==> src/rtl/core/bfe_pkg.sv <==
// Shared types, constants and helpers for the Blowfish block encryptor.
package bfe_pkg;

    localparam int ROUNDS  = 16;
    localparam int P_WORDS = 18;
    localparam int P_IDX_W = 5;
    localparam int Q_DEPTH = 2;

    // input action codes
    localparam logic [1:0] ACT_ENCRYPT = 2'd0;
    localparam logic [1:0] ACT_LOAD_P  = 2'd1;
    localparam logic [1:0] ACT_LOAD_S  = 2'd2;

    typedef enum logic [1:0] {
        KIND_ENC    = 2'd0,
        KIND_LOAD_P = 2'd1,
        KIND_LOAD_S = 2'd2
    } cmd_kind_t;

    // data_l carries the table word on loads
    typedef struct packed {
        cmd_kind_t   kind;
        logic [31:0] data_l;
        logic [31:0] data_r;
        logic [9:0]  index;
    } cmd_t;

    function automatic logic [31:0] byte_rev(input logic [31:0] v);
        byte_rev = {v[7:0], v[15:8], v[23:16], v[31:24]};
    endfunction

endpackage

==> src/rtl/core/bfe_front.sv <==
// Front end: decodes input items into commands, drops no-op items.
module bfe_front (
    input  logic          s_axis_tvalid,
    output logic          s_axis_tready,
    input  logic [1:0]    s_axis_tuser,   // action
    input  logic [111:0]  s_axis_tdata,   // left_half, right_half, table_index, table_word
    input  logic          swap,
    input  logic          q_full,
    output logic          push,
    output bfe_pkg::cmd_t cmd
);
    import bfe_pkg::*;

    logic [31:0] left_half;
    logic [31:0] right_half;
    logic [9:0]  table_index;
    logic [31:0] table_word;
    logic        keep;

    assign left_half   = s_axis_tdata[31:0];
    assign right_half  = s_axis_tdata[63:32];
    assign table_index = s_axis_tdata[73:64];
    assign table_word  = s_axis_tdata[105:74];

    assign s_axis_tready = !q_full;

    always_comb
    begin
        cmd.index  = table_index;
        cmd.data_l = table_word;
        cmd.data_r = right_half;
        cmd.kind   = KIND_LOAD_S;
        keep       = 1'b0;
        unique case (s_axis_tuser)
            ACT_ENCRYPT:
            begin
                cmd.kind   = KIND_ENC;
                cmd.data_l = swap ? byte_rev(left_half) : left_half;
                cmd.data_r = swap ? byte_rev(right_half) : right_half;
                keep       = 1'b1;
            end
            ACT_LOAD_P:
            begin
                cmd.kind = KIND_LOAD_P;
                keep     = (table_index < 10'(P_WORDS));   // out-of-range P index ignored
            end
            ACT_LOAD_S:
            begin
                cmd.kind = KIND_LOAD_S;
                keep     = 1'b1;
            end
            default:
            begin
                keep = 1'b0;
            end
        endcase
    end

    assign push = s_axis_tvalid && !q_full && keep;

endmodule

==> config.mk <==
export PLATFORM = sky130hd
export DESIGN_NAME = bfe_front
export DESIGN_NICKNAME = d
export VERILOG_FILES = /design/src/rtl/core/bfe_pkg.sv /design/src/rtl/core/bfe_front.sv
export SDC_FILE = /design/constraint.sdc
export NUM_CORES = 1
export LEC_CHECK = 0
export BUFFER_PORTS_ARGS = -buffer_cell sky130_fd_sc_hd__buf_2
export CORE_AREA = 2 2 76 78
export DETAILED_ROUTE_END_ITERATION = 6
export DIE_AREA = 0 0 78 80
export GPL_ROUTABILITY_DRIVEN = 1
export PLACE_DENSITY_LB_ADDON = 0.25
export SLEW_MARGIN = 30
export SYNTH_ARGS = -nofsm -noshare
export SYNTH_HDL_FRONTEND = slang
export SYNTH_SLANG_ARGS = --single-unit
==> constraint.sdc <==
create_clock -name vclk -period 3.2
set_clock_uncertainty 0.15 [all_clocks]
set_input_delay 0.32 -clock vclk [all_inputs]
set_output_delay 0.32 -clock vclk [all_outputs]
set_load 0.05 [all_outputs]
# [Word-level counts from Yosys, hierarchy flattened]
# Cells that the tools add are included.
[classes] eq_ne=2 n_reduce_logical=5 muxes=5 order_cmp=1
[ops] cell="2-to-1 mux 32 bit" count=2
[ops] cell="2-to-1 mux 64 bit" count=1
[ops] cell="less-than comparator 10 x 5 -> 1 bit, second input constant" count=1
[ops] cell="case mux 2 bit (2 select lines)" count=1
[ops] cell="equality test 2 x 1 -> 1 bit, second input constant" count=1
[ops] cell="equality test 2 bit, second input constant" count=1
[ops] cell="logical AND 1 bit" count=2
[ops] cell="logical NOT 2 bit" count=1
[ops] cell="case mux 1 bit (2 select lines)" count=1
[ops] cell="OR reduction 2 bit" count=1
[ops] cell="logical NOT 1 bit" count=1
[totals] elab_cells=13 out_inout_bits=78 register_bits=0

# [Logic depth before layout (Yosys ltp)]
# Gate-level depths: netlist (run 1).
[logic_depth] depth_word=4 mapped_depth=5

# [Least setup slack after synthesis (run 1)]
# No wires, ideal clock.
[synth_timing] path_type="input-to-output" startpoint="input port s_axis_tuser[0]" endpoint="output port cmd[65] (netlist name)" setup_slack_ns=0.743 t_required_ns=2.730 stages=4 path_buffers=2 arrival_ns=1.987 cell_sequence="or2_1 -> buf_6 -> clkbuf_1 -> o21ai_0"
[synth_rtl] element="from (decl)" line_no="bfe_front.sv:5" source="input logic [1:0] s_axis_tuser,"
[synth_rtl] element="to (decl)" line_no="bfe_front.sv:10" source="output bfe_pkg::cmd_t cmd"

==> out/metrics.yaml, run 1 <==
critical_path:
  required_ns: 2.73
  path_class: "input port to output port"
  start_kind: "input port"
  cp.arrival_ns: 1.94
  cp_max_fo: 32
  cp-end-kind: "output port"
yosys:
  synth_adder_area_share_pct: 0
  synth_top_family_by_area: "multiplexers"
  synth_cells: 164
  yosys.area_share.simple_pct: 12.8
  ys.warnings.count: 0
  synth_cell_types: 19
  synth-compound-area-share_pct: 12.9
  synth_nets: 281
  synthMuxAreaShare_pct: 59.3
  ys_seq_area_share_pct: 0
  syn_avg_cell_area_um2: 8.16
  synth-xor-area-share_pct: 0
  netlist_area_um2: 1340
die:
  die_area_um2: 6240
  start_util_pct: 24.7
  die_height_um: 80
  core_area_um2: 5410
  rows: 27
  io_pins: 195
  die_x_um: 78
placement:
  io_buffers: 187
  hpwl_um: 3990
  globalplace.congestion: 0.719
power_and_ir_drop:
  powerDensity_nw_per_um2: 246
  vdd_drop_max_mv: 0.118
  p_leak_uw: 0.00134
global_routing:
  grt_pass1_vias: 1603
  grtUsageTotal_pct: 12.6
  antenna_found_initial: 0
  grt_pass1_wl_um: 6710
  grt_max_degree: 65
  gr-total-overflow: 0
layout:
  multi_input_area_um2: 1140
  area.growth.synth_to_final_pct: 63.4
  layout_common_cells: "buf_2 (187), nand2_1 (33), mux2i_1 (32), o21ai_0 (32), mux2_4 (30)"
  n_clock_buffer: 0
  final_util_pct: 40.4
  num_antenna_cells: 0
  drive_gt1_share_pct: 68.0
  seq_cells: 0
  fin_nets: 447
  ff_latch_area_um2: 0
  final_common_cell: "buf_2"
  fill_cells: 582
sta:
  final_hold_viol_count: 0
  max-slew-margin-rel_pct: 54.8
  max_clock_freq_mhz: 415
  fin_crit_ns: 2.41
  tightest_slew_ns: 0.677
  post-route-period-util_pct: 75.4
  fin_tns_setup_ns: 0
  rsz0062_at_grt: "false"
  maxSlewViolCount: 0
  report.final.setup_viol: 0
  fin_hold_ws_ns: 0.490
clock_tree:
  cts_hold_buf: 0
  ctsResizeCount: 0
  post-cts-setup-buffers: 0
run:
  maxCapViolCount: 0
worst_hold_path:
  hp-class: "input port to output port"
routing:
  drt_iter0_drc: 21
  routedWlPerCell_um: 11.5
  dr.pass1.iters: 2
  viasPerCell: 4.47
  postRouteAntennaNets: 0
  drt-total-wl_um: 4590
  drc: 0
  vias: 1787
status:
  status: "completed"
[cell families (layout without fill, tap and decap cells)]
group / after synthesis / after routing
multiplexers: 64 / 64
AO/OA/AOI/OAI: 34 / 34
AND/OR/NAND/NOR: 39 / 39
buffers and inverters: 27 / 191
[final timing paths]
check                         from       to  slack (ns)  cells after the start
hold / removal    s_axis_tdata[64]   cmd[0]        0.49                      0
setup / recovery   s_axis_tuser[0]  cmd[11]        0.79                      5
[layer usage]
metal	global-route usage (%)	share of wire [%]
met2	26.2	50
met3	4.75	15
met5	0	0
met4	0	0
met1	12.6	36
[power breakdown]
group | internal, µW | switching, µW
sequential | 0 | 0
combinational | 170 | 368
clock | 0 | 0
total | 170 | 368
[through the flow]
step                setup slack, ns  power (µW)  cells  area (µm²)
floorplan                     0.743         410    164        1340
global placement              0.779         538    400        2190
detailed placement            0.770         541    400        2190
CTS                           0.768         542    400        2190
global route                  0.707         569    400        2190
finish                        0.787         537    400        2190
[area by class of cell]
class / count / area share [%]
well taps: 72 / 4.12
inverters: 2 / 0.343
multi-input cells: 137 / 52.0
repair buffers: 189 / 43.5
[cells in the mapped netlist]
cell type | n | area [µm²]
o31ai_1 | 1 | 7.51
o21ai_0 | 32 | 160
buf_6 | 1 | 11.3
nand2_1 | 33 | 124
nor2b_1 | 1 | 6.26
or2_1 | 1 | 6.26
a21oi_1 | 1 | 5.00
inv_1 | 2 | 7.51
nand3_1 | 1 | 5.00
buf_4 | 10 | 75.1
mux2i_1 | 32 | 320
mux2_2 | 2 | 22.5
nor2_1 | 1 | 3.75
mux2_4 | 30 | 450
nor4_1 | 1 | 6.26
clkbuf_1 | 7 | 26.3
buf_2 | 4 | 20.0
buf_12 | 3 | 60.1
nor2_8 | 1 | 20.0
[critical path, stage by stage]
cell    delay [ns]
buf_2         0.11
or2_2         0.35
nor2_8        0.54
mux2_2        0.40
buf_2         0.21
Note: power is estimated with default switching activity, not from simulation.
==> run 2: changes to the inputs <==
- ABC_AREA: not set -> 1
- clock period: 3.2 -> 2.15 ns (I/O delays scaled with it)
==> run 2 against run 1 <==
  * Final area down 1.1%
  * Die area unchanged
  * Critical path type unchanged
  * Non-clock buffer count up 2
  * Global-route usage up 1.0 points
  * Critical endpoint is now cmd[55]
  * First-iteration DRC count rose to 4.4 times the previous value
==> out/metrics.yaml, run 2 <==
global_routing:
  grt_pass1_vias: 1776
  grt_pass1_wl_um: 7340
  grt_max_degree: 65
  antenna_found_initial: 0
  gr-total-overflow: 0
  grtUsageTotal_pct: 13.6
routing:
  drc: 0
  dr.pass1.iters: 4
  postRouteAntennaNets: 0
  viasPerCell: 4.29
  drt-total-wl_um: 5020
  drt_iter0_drc: 92
  vias: 2160
  routedWlPerCell_um: 9.95
yosys:
  synth.area.top_cells: "nand2_1 (15%), nor2_1 (15%), a21oi_1 (13%)"
  synth_common_cells: "nand2_1 (53), nor2_1 (53), inv_1 (35), a21oi_1 (33), o21ai_0 (28)"
  syn_avg_cell_area_um2: 4.82
  netlist.top_cell.by_area: "nand2_1"
  ys_seq_area_share_pct: 0
  ys.warnings.count: 0
  synth_cell_types: 15
  netlist_area_um2: 1320
  synth_cells: 274
  synth_nets: 391
  synth_top_area_share_pct: 15.1
sta:
  fin_crit_ns: 1.83
  fin_tns_setup_ns: 0
  report.final.setup_viol: 0
  final_hold_viol_count: 0
  fin_ws_ns: 0.319
  max-slew-margin-rel_pct: 63.3
  max_clock_freq_mhz: 546
  maxSlewViolCount: 0
  rsz0062_at_grt: "false"
  tightest_slew_ns: 0.550
  post-route-period-util_pct: 85.2
clock_tree:
  ctsResizeCount: 0
  post-cts-setup-buffers: 0
  cts_hold_buf: 0
power_and_ir_drop:
  p_leak_uw: 0.00135
  vdd_drop_max_mv: 0.175
  powerDensity_nw_per_um2: 371
placement:
  globalplace.congestion: 0.845
  pre_cts_slack_ns: 0.322
  io_buffers: 187
  hpwl_um: 4050
layout:
  layout_common_cells: "buf_2 (187), nand2_1 (53), nor2_1 (53)"
  num_antenna_cells: 0
  ff_latch_area_um2: 0
  seq_cells: 0
  drive_gt1_share_pct: 44.9
  final_common_cell: "buf_2"
  fill_cells: 601
  area.growth.synth_to_final_pct: 63.7
  multi_input_area_um2: 961
  n_clock_buffer: 0
  fin_nets: 551
die:
  die_area_um2: 6240
  start_util_pct: 24.4
  core_area_um2: 5410
  die_x_um: 78
  io_pins: 195
  rows: 27
  die_height_um: 80
critical_path:
  max_stage_delay_ns: 0.39
  cp-end-kind: "output port"
  crit_path_frequent_cell: "buf_2"
  crit_path_cell_trace: "buf_2 -> nor2_8 -> buf_4 -> o21ai_0 -> a21oi_1 -> nor2_1 -> buf_2"
  crit_slowest_cell: "buf_4"
  cp.arrival_ns: 1.47
  cp_max_fo: 48
  required_ns: 1.78
  start_kind: "input port"
  path_class: "input port to output port"
status:
  status: "completed"
worst_hold_path:
  hp-class: "input port to output port"
  min_to: "cmd[0]"
  holdCritStartpoint: "s_axis_tdata[64]"
  min_delay_path_depth: 0
run:
  maxCapViolCount: 0
==> run 2: cell count changes after synthesis, sizes merged, moves of 16 or more <==
cell | before | now
nand2 | 33 | 54
a21oi | 1 | 33
o21ai | 32 | 48
inv | 2 | 35
mux2 | 32 | 0
nor2 | 2 | 54
o211ai | 0 | 16
mux2i | 32 | 0
==> run 2: per-stage QoR <==
step                      std cells  cell area (µm²)  total power (µW)  util [%]  hold slack [ns]
after floorplan                 274             1320               602         -            0.447
after global placement          504             2160               799      40.0            0.281
after detailed placement        504             2160               803      40.0            0.281
after CTS                       504             2160               805      40.0            0.281
after global routing            504             2160               858      40.0            0.280
final                           504             2160               801      40.0            0.280
==> run 2: worst max path at each step <==
stage                    start      end  slack, ns  depth (start not counted)
6_report       s_axis_tuser[0]  cmd[55]       0.32                          7
5_1_grt        s_axis_tuser[0]  cmd[55]       0.17                          7
4_1_cts        s_axis_tuser[0]  cmd[55]       0.32                          7
3_5_place_dp   s_axis_tuser[0]  cmd[55]       0.32                          7
3_3_place_gp   s_axis_tuser[0]  cmd[55]       0.34                          7
2_1_floorplan  s_axis_tuser[0]  cmd[26]       0.27                          5
==> run 2: layer usage <==
layer | GRT usage, % | share of wire (%) | vias up
met5 | 0 | 0 | -
met4 | 0.702 | 0.54 | 0
met3 | 0.792 | 8.3 | 2
met2 | 29.1 | 51 | 102
met1 | 15.2 | 40 | 867
li1 | - | - | 1189
==> run 2: where the power goes <==
part	total, µW	internal (µW)	switching [µW]
combinational	801	212	588
sequential	0	0	0
clock	0	0	0
total	801	212	588
==> run 2: cell families after synthesis <==
logic type / Yosys count / synth area share (%)
buffers and inverters: 68 / 27.2
AO/OA/AOI/OAI: 97 / 39.8
AND/OR/NAND/NOR: 109 / 33.0
==> run 2: critical path, delay by kind of cell <==
| kind | cells | cell delay (ns) |
|---|---|---|
| AOI/OAI and AO/OA | 2 | 0.33 |
| buffers and inverters | 3 | 0.72 |
| and+or+nand+nor | 2 | 0.17 |
==> run 2: layout make-up <==
cell class / count / area share, %
timing repair buffer: 191 / 45.3
inverter: 35 / 6.08
tap: 72 / 4.17
multi-input combinational: 206 / 44.5
