File: config.mk
export PLATFORM = sky130hd
export DESIGN_NAME = bfe_queue
export DESIGN_NICKNAME = d
export VERILOG_FILES = /design/src/rtl/core/bfe_pkg.sv /design/src/rtl/core/bfe_queue.sv
export SDC_FILE = /design/constraint.sdc
export NUM_CORES = 1
export LEC_CHECK = 0
export ABC_CLOCK_PERIOD_IN_PS = 5400
export BUFFER_PORTS_ARGS = -buffer_cell sky130_fd_sc_hd__buf_2
export CAP_MARGIN = 20
export CORE_MARGIN = 1
export CORE_UTILIZATION = 52
export CTS_BUF_LIST = sky130_fd_sc_hd__clkbuf_16
export CTS_CLUSTER_DIAMETER = 40
export CTS_CLUSTER_SIZE = 12
export DETAILED_ROUTE_END_ITERATION = 6
export PLACE_DENSITY_LB_ADDON = 0.15
export SYNTH_ARGS = -nofsm -noshare
export SYNTH_HDL_FRONTEND = slang
export SYNTH_SLANG_ARGS = --single-unit
File: constraint.sdc
create_clock -name clk -period 5.4 [get_ports clk]
set_input_delay 1.35 -clock clk [delete_from_list [all_inputs] [get_ports clk]]
set_output_delay 1.35 -clock clk [all_outputs]
set_load 0.01 [all_outputs]
File: src/rtl/core/bfe_pkg.sv
// Shared types, constants and helpers for the Blowfish block encryptor.
package bfe_pkg;

    localparam int ROUNDS  = 16;
    localparam int P_WORDS = 18;
    localparam int P_IDX_W = 5;
    localparam int Q_DEPTH = 2;

    // input action codes
    localparam logic [1:0] ACT_ENCRYPT = 2'd0;
    localparam logic [1:0] ACT_LOAD_P  = 2'd1;
    localparam logic [1:0] ACT_LOAD_S  = 2'd2;

    typedef enum logic [1:0] {
        KIND_ENC    = 2'd0,
        KIND_LOAD_P = 2'd1,
        KIND_LOAD_S = 2'd2
    } cmd_kind_t;

    // data_l carries the table word on loads
    typedef struct packed {
        cmd_kind_t   kind;
        logic [31:0] data_l;
        logic [31:0] data_r;
        logic [9:0]  index;
    } cmd_t;

    function automatic logic [31:0] byte_rev(input logic [31:0] v);
        byte_rev = {v[7:0], v[15:8], v[23:16], v[31:24]};
    endfunction

endpackage

File: src/rtl/core/bfe_queue.sv
// Small command queue between front and back ends.
module bfe_queue (
    input  logic          clk,
    input  logic          rst_n,
    input  logic          push,
    input  bfe_pkg::cmd_t push_cmd,
    output logic          full,
    input  logic          pop,
    output logic          q_valid,
    output bfe_pkg::cmd_t q_cmd
);
    import bfe_pkg::*;

    localparam int PTR_W = (Q_DEPTH > 1) ? $clog2(Q_DEPTH) : 1;
    localparam int CNT_W = $clog2(Q_DEPTH + 1);

    cmd_t             entry_reg [0:Q_DEPTH-1];
    logic [PTR_W-1:0] wr_ptr_reg, wr_ptr_next;
    logic [PTR_W-1:0] rd_ptr_reg, rd_ptr_next;
    logic [CNT_W-1:0] count_reg, count_next;

    assign full    = (count_reg == CNT_W'(Q_DEPTH));
    assign q_valid = (count_reg != '0);
    assign q_cmd   = entry_reg[rd_ptr_reg];

    always_comb
    begin
        wr_ptr_next = wr_ptr_reg;
        rd_ptr_next = rd_ptr_reg;
        count_next  = count_reg;
        if (push)
        begin
            wr_ptr_next = (wr_ptr_reg == PTR_W'(Q_DEPTH - 1)) ? '0 : wr_ptr_reg + 1'b1;
        end
        if (pop)
        begin
            rd_ptr_next = (rd_ptr_reg == PTR_W'(Q_DEPTH - 1)) ? '0 : rd_ptr_reg + 1'b1;
        end
        if (push && !pop)
        begin
            count_next = count_reg + 1'b1;
        end
        else if (pop && !push)
        begin
            count_next = count_reg - 1'b1;
        end
    end

    always_ff @(posedge clk or negedge rst_n)
    begin
        if (!rst_n)
        begin
            wr_ptr_reg <= '0;
            rd_ptr_reg <= '0;
            count_reg  <= '0;
        end
        else
        begin
            wr_ptr_reg <= wr_ptr_next;
            rd_ptr_reg <= rd_ptr_next;
            count_reg  <= count_next;
        end
    end

    always_ff @(posedge clk)
    begin
        if (push)
        begin
            entry_reg[wr_ptr_reg] <= push_cmd;
        end
    end

endmodule

After elaboration in Yosys (flattened, before gate mapping)
Memory sizes are Yosys's and may differ from the RTL's.
Index checks and enable logic that the tools add are counted.
{ "word_totals": {"register_bits": 4, "latchBits": 0, "ram_bits": 152, "mem_bits_ro": 0, "in_bits": 80, "memories": 1} }
{ "mem_list": {"columns": ["memory", "words", "width", "rd", "rd_clocked_by_memory_dff", "wr", "line_no", "rtl"], "rows": [
  ["entry_reg", 2, 76, 1, 0, 1, "bfe_queue.sv:17", "cmd_t entry_reg [0:Q_DEPTH-1];"]
]} }
{ "classes": {"addsub": 4, "mul": 0, "div": 0, "magnitude_cmp": 0, "n_eq_ne": 1, "n_shift": 0, "mux": 6, "bitwise": 0, "n_reduce_logical": 6} }
{ "op_table": {"columns": ["cell", "n"], "rows": [
  ["$mux W1", 4],
  ["$mux W2", 2],
  ["$reduce_bool A2 Y1", 2],
  ["$add A1 B1 Y1 const B", 2],
  ["$add A2 B1 Y2 const B", 1],
  ["$eq A2 B2 Y1 const B", 1],
  ["$logic_and A1 B1 Y1", 2],
  ["$logic_not A1 Y1", 2],
  ["$sub A2 B1 Y2 const B", 1]
]} }

Logic depth before layout (Yosys ltp)
Gate-level depths: netlist (run 1).
{ "depth": {"word_depth": 4, "depth_mapped": 5, "ltp_nobuf": 5} }

Least setup slack after synthesis (run 1)
No wires, ideal clock.
{ "synth_path": {"kind": "input to register", "from": "input push", "to": "memory entry_reg[0][0] (netlist bit), enable pin", "arrival_time_ps": 4677, "slack_ps": 203, "path_stages": 1, "path_cell_list": "nor2b_1"} }
{ "synth_via": {"elab_chain_len": 2} }
{ "synth_lines": {"columns": ["element", "line_no", "rtl"], "rows": [
  ["from (decl)", "bfe_queue.sv:5", "input logic push,"],
  ["$mux W1", "bfe_queue.sv:67", "if (push)"],
  ["$mux W1 (not written as such)", "bfe_queue.sv:69", "entry_reg[wr_ptr_reg] <= push_cmd;"],
  ["to (decl)", "bfe_queue.sv:17", null]
]} }
Every way passes these cells.

==> results.md, run 1 <==
- Outcome: completed
- Worst R2R Start: wr_ptr_reg
- Reg clk slew, reported paths: approximately 0.060 ns
- R2r setup slk: between 3 and 4 ns
- Comb pwr share: around a quarter
- Maximum vdd drop: between 300 and 400 µV
- Synthesized flop and latch total: 156
- Synth top area cells: edfxtp_1 (79%), mux2_2 (8.9%), mux2_4 (7.8%)
- Clk network pwr share: approximately 30%
- Post-synth cell types: 15
- CTS Buf Count: 17
- Int Pwr: 2.90 mW
- Tot GR Track Use: 16.9%
- Final hold violation count: 0
- # IOs: 158
- Max reg flops: ~150
- Fin nets: slightly above 500
- Initial antenna violation count: 0
- Switching fraction of total power: between 20% and 30%
- ANT cells: 0
- Clock Sinks: roughly 160
- Syn avg cell area: between 20 and 25 µm²
- First-pass GRT wire length: ~14000 µm
- Mean routed wirelength per cell: 16.3 µm
- IO Port Bufs: between 150 and 200
- Final instance area: 7310 µm²
- Routed Antenna Nets: 0
- Sequential share of the synthesized area: about four fifths
- Vias: ~2900
- Later-pin clock latency in the skew report: about 0.40 ns
- Slew @ Worst Pin: roughly 1.0 ns
- Switching power: between 1 and 1.5 mW
- Resize count post-CTS: 0
- Period utilisation layout: 70.6%
- Cells along the critical path: buf_4 -> mux2_2 -> buf_2
- Sequential power share: a little under half
- Worst EP arrival: 2.46 ns
- Vias in the first global route: between 2000 and 3000
- Vias/cell: 4.98
- # hold bufs at CTS: 0
- Final setup TNS: 0 ns
- Share of layout cells above drive strength 1: 60.5%
- Cell taking the most area after synthesis: edfxtp_1
- Number of synthesized flops with an enable pin: about 150
- Die extent in x: between 100 and 150 µm
- Starting Density: 53.6%
- Most common cell in the netlist: edfxtp_1
- Number of setup buffers added after CTS: 0
- Largest net degree at the start of global routing: 77
- Mapped Nets: ~330
- Clock period minus worst slack: approximately 3.8 ns
- Die Span Y: ~110 µm
- CTS tree: done
- CP required: approximately 4.1 ns
- Worst hold-check path type: reg -> reg
- Final Max Slew Viols: 0
- Skew final: 0.00378 ns
- Async set-reset flop share out of synthesis: under 10%
- Fmax: roughly 260 MHz
- WHS Path Cells: 1
- Static leakage: approximately 2.9 nW
- Pre-antenna DRT Iters: 4
- Root Driver: clkbuf_16
- Reg2reg end: entry_reg[0][6]
- Detailed-route DRC error count: 0
- Synth top area share: 78.6%
- Reg2reg path depth: 2
- Final WL: between 9000 and 10000 µm
- Crit path capture type: output port
- Max-cap violation count: 0
- Crit-path slowest cell: dfrtp_4
- YS warnings: 0
- Clock buffer depth: 2
- Final setup fails: 0
- Slew HR: between 30% and 40%
- Synthesized cell area: between 5000 and 6000 µm²
- Rows: 38
- H-tree levels: 4
- Placed inst area: just under 7000 µm²
- Post-DP HPWL: between 5000 and 6000 µm
- Largest stage delay on the critical path: just over 1 ns
- DRT iter0 DRCs: 132
- Critical path class: reg -> out
- Synth top cells by count: edfxtp_1 (152), mux2_2 (46), mux2_4 (30)
- RSZ-0062 raised after global routing: no
- Final RePlAce weighted congestion: 0.721
- Mapped Cells: around 250
- Area of the core: 10800 µm²
- CP Launch Type: flip-flop
- GR Overflow Total: 0
- CP Max Fanout: between 60 and 70
- Die footprint: around 12000 µm²
- CP startpoint: rd_ptr_reg
- Pwr dens: 537 nW/µm²
- Critical path endpoint: q_cmd[60]
- Layout area overhead: 25.8%
- Main flop type after synthesis: edfxtp_1
cells in the final DEF, fill, tap and decap left out:
| master | count |
|---|---|
| buf_2 | 157 |
| nor2b_4 | 1 |
| mux2_2 | 46 |
| mux2_4 | 30 |
| buf_4 | 1 |
| inv_1 | 3 |
| clkinv_1 | 5 |
| dfrtp_4 | 1 |
| clkbuf_16 | 17 |
| buf_12 | 1 |
| dfrtp_1 | 3 |
| bufinv_16 | 4 |
| edfxtp_1 | 152 |
| nor2_1 | 1 |
| or2_2 | 1 |
| xnor2_1 | 1 |
| and2_4 | 1 |
| clkinv_2 | 1 |
| xor2_1 | 4 |
| ha_1 | 1 |
| clkinvlp_4 | 1 |
| nor2b_1 | 1 |
metrics by stage:
step	std cells	utilization (%)	setup slack, ns	total power [mW]	hold WS, ns
global route	573	67.4	1.49	4.10	0.531
detailed placement	543	62.0	2.02	2.80	0.494
global placement	543	62.0	2.05	2.79	0.471
finish	573	67.4	1.59	3.93	0.507
CTS	573	67.4	1.56	3.98	0.509
floorplan	253	-	0.203	2.47	0.447
metal layers:
| layer | track usage, % | part of all wire [%] |
|---|---|---|
| met5 | 0 | 0 |
| met1 | 19.3 | 41 |
| met3 | 7.32 | 8.2 |
| met2 | 27.5 | 49 |
| met4 | 7.44 | 1.3 |
power groups by stage:
stage | registers (mW) | logic (mW) | clock network, mW
after floorplan | 1.70 | 0.778 | 0
after global placement | 1.79 | 0.998 | 0
after detailed placement | 1.80 | 1.01 | 0
after CTS | 1.78 | 1.01 | 1.19
after global routing | 1.80 | 1.06 | 1.24
final | 1.77 | 0.990 | 1.17
cells by family after synthesis:
family | Yosys count | synth area share [%]
buf+inv | 10 | 1.57
simple gates | 5 | 0.495
xor+xnor | 5 | 0.754
fa+ha+maj | 1 | 0.215
mux | 76 | 16.7
flops | 156 | 80.3
worst max-delay path, delay by kind of cell (launching register included):
kind / cells / cell delay, ns
muxes: 1 / 0.39
DFF: 1 / 1.02
buffers and inverters: 2 / 0.58
final cells by class:
type	count	area, µm²
sequential	156	4670
fill	753	3530
multi-input combinational	87	1060
timing repair buffer	159	813
clock buffer	17	425
tap	140	175
clock inverter	13	159
inverter	1	3.75
how the worst min path moves through the flow:
| stage | start | end | slack (ns) |
|---|---|---|---|
| final | count_reg[1] | count_reg[1] | 0.51 |
| after CTS | count_reg[1] | count_reg[1] | 0.51 |
| after detailed placement | count_reg[1] | count_reg[1] | 0.49 |
| after global routing | count_reg[1] | count_reg[1] | 0.53 |
| after floorplan | count_reg[1] | count_reg[1] | 0.45 |
| after global placement | count_reg[1] | count_reg[1] | 0.47 |
Power figures use the tool's default switching activity.
==> run 2: changes to the inputs <==
--- a/config.mk
+++ b/config.mk
@@ -5,11 +5,11 @@
 export SDC_FILE = /design/constraint.sdc
 export NUM_CORES = 1
 export LEC_CHECK = 0
-export ABC_CLOCK_PERIOD_IN_PS = 5400
+export ABC_CLOCK_PERIOD_IN_PS = 3400
 export BUFFER_PORTS_ARGS = -buffer_cell sky130_fd_sc_hd__buf_2
 export CAP_MARGIN = 20
 export CORE_MARGIN = 1
-export CORE_UTILIZATION = 52
+export CORE_UTILIZATION = 47
 export CTS_BUF_LIST = sky130_fd_sc_hd__clkbuf_16
 export CTS_CLUSTER_DIAMETER = 40
 export CTS_CLUSTER_SIZE = 12
==> constraint.sdc (replaced) <==
create_clock -name clk -period 3.4 [get_ports clk]
set_input_delay 0.85 -clock clk [delete_from_list [all_inputs] [get_ports clk]]
set_output_delay 0.85 -clock clk [all_outputs]
set_load 0.01 [all_outputs]
==> results.md, run 2 (synthesis gave the netlist of run 1 again) <==
- Outcome: completed
- Int Pwr: about 4.5 mW
- Final WL: 9930 µm
- Static leakage: between 2 and 3 nW
- Resize count post-CTS: 0
- Vias: about 2800
- Most common cell after layout, fill and taps aside: buf_2
- Pwr dens: 845 nW/µm²
- Clk network pwr share: around 29%
- Commonest cells after routing, fill and taps aside: buf_2 (157), edfxtp_1 (152), mux2_2 (46)
- Final Max Slew Viols: 0
- Worst EP arrival: roughly 2.0 ns
- Share of layout cells above drive strength 1: 61.2%
- Cells along the critical path: buf_4 -> mux2_2 -> buf_2
- RSZ-0062 raised after global routing: no
- GR Overflow Total: 0
- Max reg flops: 152
- Crit path capture type: output port
- Clock Sinks: ~160
- Vias/cell: between 4 and 5
- Die footprint: approximately 13000 µm²
- CTS tree: done
- Total power: around 6.2 mW
- Dpl ws: between 0.9 and 1 ns
- Post-Place Cells: around 560
- CP required: 2.55 ns
- FILL cells: 932
- Number of setup buffers added after CTS: 0
- Initial antenna violation count: 2
- Post-DP HPWL: 6530 µm
- Placed inst area: slightly below 7000 µm²
- First-pass GRT wire length: approximately 15000 µm
- DRT iter0 DRCs: approximately 130
- Fin Hold WS: 0.244 ns
- Switching power: 1.65 mW
- Fmax: around 350 MHz
- Period utilisation layout: roughly 85%
- Slew HR: approximately 62%
- Critical path class: reg -> out
- Fin cells: between 500 and 600
- H-tree levels: 4
- Pre-antenna DRT Iters: 4
- Crit-path slowest cell: dfrtp_4
- Later-pin clock latency in the skew report: between 0.4 and 0.5 ns
- Area of the core: 12000 µm²
- FF+latch area: 4670 µm²
- Final instance area: roughly 7300 µm²
- Starting Density: approximately 48%
- Detailed-route DRC error count: 0
- Maximum vdd drop: roughly 470 µV
- Max-cap violation count: 0
- Switching fraction of total power: between 20% and 30%
- Met2 usage: roughly a quarter
- # hold bufs at CTS: 0
- Vias in the first global route: around 2900
- Comb pwr share: a little over a quarter
- Die Span Y: about 110 µm
- Largest stage delay on the critical path: 0.74 ns
- Reg2reg path depth: 2
- Tot GR Track Use: between 15 and 20%
- Rows: 40
- Clock buffer depth: 2
- Core Util, Final: between 60% and 70%
- Met3 Use GR: 7.07%
- Final hold violation count: 0
- Root Driver: clkbuf_16
- IO Port Bufs: 157
- Reg clk slew, reported paths: ~0.06 ns
- CTS Buf Count: 17
- Gr busiest metal: met2
- Mean routed wirelength per cell: between 15 and 20 µm
- Largest net degree at the start of global routing: 43
- CP Launch Type: flip-flop
- # IOs: roughly 160
- Layout area overhead: 26.2%
- Clock period minus worst slack: approximately 2.9 ns
- Sequential power share: between 40% and 50%
- Footprint of the multi-input gates: between 1000 and 1500 µm²
- Fin nets: about 500
- Skew final: a little under 0.004 ns
- Final setup TNS: 0 ns
- Final RePlAce weighted congestion: a little under 0.7
- Final setup fails: 0
- Die extent in x: between 100 and 150 µm
- CP Max Fanout: 27
- GRT met1 Usage: a little under a fifth
- Final WS setup: 0.524 ns
- Slew @ Worst Pin: ~0.57 ns
- Routed Antenna Nets: 0
- Worst hold-check path type: in -> async
## run 2: area by class of cell
class / instances / share of cell area (%)
Sequential cell: 156 / 63.7
Multi-Input combinational cell: 87 / 14.5
Timing Repair Buffer: 164 / 11.6
Clock buffer: 17 / 5.80
Tap cell: 147 / 2.51
Clock inverter: 13 / 1.84
Inverter: 1 / 0.0512
Antenna cell: 1 / 0.0341
## run 2: final timing paths
| check | to | start | slack [ns] |
|---|---|---|---|
| max | q_cmd[51] | rd_ptr_reg | 0.52 |
| min | rd_ptr_reg | rst_n | 0.24 |
| min in group clk | count_reg[1] | count_reg[1] | 0.49 |
| min reg2reg | count_reg[1] | count_reg[1] | 0.49 |
| max in group asynchronous | rd_ptr_reg | rst_n | 3.01 |
| max reg2reg | entry_reg[1][57] | wr_ptr_reg | 1.80 |
## run 2: critical path, delay by kind of cell (launching register included)
family                 cells  cell delay, ns
multiplexers               1            0.36
flip-flops                 1            0.74
buffers and inverters      2            0.50
## run 2: power by group through the flow
stage	combinational, mW	sequential [mW]	clock [mW]
2_1_floorplan	1.24	2.68	0
3_3_place_gp	1.70	2.76	0
3_5_place_dp	1.71	2.78	0
4_1_cts	1.72	2.74	1.83
5_1_grt	1.82	2.77	1.89
6_report	1.68	2.73	1.78
## run 2: per-layer routing
layer  wire length, µm  vias to the layer above
li1                  -                     1344
met1              4100                     1360
met4               186                        2
met5                13                        -
met2              4760                      117
met3               870                       19
==> run 3: changes to the inputs <==
--- a/config.mk
+++ b/config.mk
@@ -5,11 +5,11 @@
 export SDC_FILE = /design/constraint.sdc
 export NUM_CORES = 1
 export LEC_CHECK = 0
-export ABC_CLOCK_PERIOD_IN_PS = 3400
+export ABC_CLOCK_PERIOD_IN_PS = 2700
 export BUFFER_PORTS_ARGS = -buffer_cell sky130_fd_sc_hd__buf_2
 export CAP_MARGIN = 20
 export CORE_MARGIN = 1
-export CORE_UTILIZATION = 47
+export CORE_UTILIZATION = 52
 export CTS_BUF_LIST = sky130_fd_sc_hd__clkbuf_16
 export CTS_CLUSTER_DIAMETER = 40
 export CTS_CLUSTER_SIZE = 12
==> constraint.sdc (replaced) <==
create_clock -name clk -period 2.7 [get_ports clk]
set_input_delay 0.675 -clock clk [delete_from_list [all_inputs] [get_ports clk]]
set_output_delay 0.675 -clock clk [all_outputs]
set_load 0.01 [all_outputs]
==> results.md, run 3 (synthesis gave the netlist of run 1 again) <==
- Outcome: completed
- Sequential power share: 43.5%
- Detailed-route DRC error count: 0
- Vias in the first global route: ~2700
- Final setup fails: 0
- GR Overflow Total: 0
- Fmax: 395 MHz
- Die extent in x: around 110 µm
- Pre-antenna DRT Iters: 4
- Initial antenna violation count: 1
- Slew HR: around 60%
- # hold bufs at CTS: 0
- Fin Hold WS: 0.0666 ns
- Critical path class: reg -> out
- Switching power: 2.09 mW
- R2r setup slk: between 1 and 1.5 ns
- Layout area overhead: 26.5%
- Final WL: between 9000 and 10000 µm
- Later-pin clock latency in the skew report: 0.41 ns
- Clock buffer depth: 2
- Area of the core: between 10000 and 15000 µm²
- Root Driver: clkbuf_16
- Max reg flops: 152
- Clk network pwr share: between 20% and 30%
- Dpl ws: a little under 0.6 ns
- Cells along the critical path: buf_12 -> mux2_2 -> buf_2
- Number of setup buffers added after CTS: 0
- Critical path endpoint: q_cmd[60]
- First-pass GRT wire length: around 14000 µm
- Starting Density: approximately 54%
- Final setup TNS: 0 ns
- CP Launch Type: flip-flop
- DRT iter0 DRCs: between 100 and 150
- CTS tree: done
- IO Port Bufs: 157
- Period utilisation layout: 93.7%
- CP required: between 2 and 2.5 ns
- Crit path capture type: output port
- Rows: 38
- Final WS setup: between 0.15 and 0.2 ns
- Pwr dens: approximately 1100 nW/µm²
- Reg2reg end: entry_reg[1][8]
- # IOs: between 150 and 200
- CP startpoint: rd_ptr_reg
- Largest net degree at the start of global routing: 46
- Share of layout cells above drive strength 1: around three fifths
- Most common cell after layout, fill and taps aside: buf_2
- RSZ-0062 raised after global routing: no
- Die footprint: roughly 12000 µm²
- Reg clk slew, reported paths: 0.06 ns
- Worst hold-check path type: in -> async
- Switching fraction of total power: 26.6%
- Tot GR Track Use: between 15 and 20%
- Max-cap violation count: 0
- Final hold violation count: 0
- Post-DP HPWL: ~6000 µm
- Slew @ Worst Pin: 0.600 ns
- H-tree levels: 4
- Die Span Y: 108 µm
- Int Pwr: ~5.8 mW
- CP Max Fanout: 33
- Final Max Slew Viols: 0
- Crit-path slowest cell: dfrtp_4
- Worst EP arrival: ~1.9 ns
- Worst R2R Start: wr_ptr_reg
- Largest stage delay on the critical path: approximately 0.63 ns
- Static leakage: roughly 2.9 nW
- Clock Sinks: roughly 160
- Mean routed wirelength per cell: between 15 and 20 µm
- CTS Buf Count: 17
- Clock period minus worst slack: ~2.5 ns
- Vias/cell: slightly below 5
- Fin nets: about 500
- Skew final: between 0.008 and 0.009 ns
- Comb pwr share: 27.7%
- Vias: 2862
- Routed Antenna Nets: 0
- Commonest cells after routing, fill and taps aside: buf_2 (157), edfxtp_1 (152), mux2_2 (46)
- ANT cells: 0
- Reg2reg path depth: 2
- Resize count post-CTS: 0
- Maximum vdd drop: ~600 µV
- Final RePlAce weighted congestion: about 0.68
[run 3: changes by cell type in the layout (fill, tap and decap cells not counted), sizes merged]
| cell | change |
|---|---|
| inv | +3 |
| clkinvlp | +1 |
| buf | -1 |
| clkinv | -2 |
| diode | -1 |
[run 3: worst min-delay path by stage]
stage | startpoint | to | slack [ns] | cells past startpoint
2_1_floorplan | rst_n | count_reg[0] | 0.38 | 0
3_3_place_gp | count_reg[1] | count_reg[1] | 0.47 | 1
3_5_place_dp | rst_n | wr_ptr_reg | 0.49 | 1
4_1_cts | rst_n | rd_ptr_reg | 0.05 | 1
5_1_grt | rst_n | wr_ptr_reg | 0.05 | 1
6_report | rst_n | rd_ptr_reg | 0.07 | 1
[run 3: layer usage]
metal / track usage (%) / up-vias / wire [µm]
li1: - / 1346 / -
met1: 19.7 / 1384 / 3860
met2: 26.4 / 125 / 4620
met3: 7.38 / 7 / 782
met4: 6.46 / 0 / 90
met5: 0 / - / 0
[run 3: cell type report]
cell class	count	area [µm²]
Sequential cell	156	4670
Clock inverter	15	145
Tap cell	140	175
Fill cell	756	3490
Multi-Input combinational cell	87	1060
Inverter	1	3.75
Clock buffer	17	425
Timing Repair Buffer	163	868
[run 3: worst max-delay path, delay by kind of cell, from the launching register on]
family	cells	cell delay, ns
buffers and inverters	2	0.43
multiplexers	1	0.37
flip-flops	1	0.63
[run 3: power by group through the flow]
stage          Clock, mW  Sequential [mW]  Combinational (mW)
2_1_floorplan          0             3.36                1.56
3_3_place_gp           0             3.44                2.21
3_5_place_dp           0             3.47                2.21
4_1_cts             2.31             3.42                2.21
5_1_grt             2.40             3.46                2.34
6_report            2.26             3.41                2.17
[run 3: per-stage QoR]
step,util (%),instance area (µm²),cells,power [mW]
2_1_floorplan,-,5820,253,4.92
3_3_place_gp,62.5,6780,547,5.65
3_5_place_dp,62.5,6780,547,5.67
4_1_cts,67.8,7350,579,7.94
5_1_grt,67.8,7350,579,8.19
6_report,67.8,7350,579,7.84
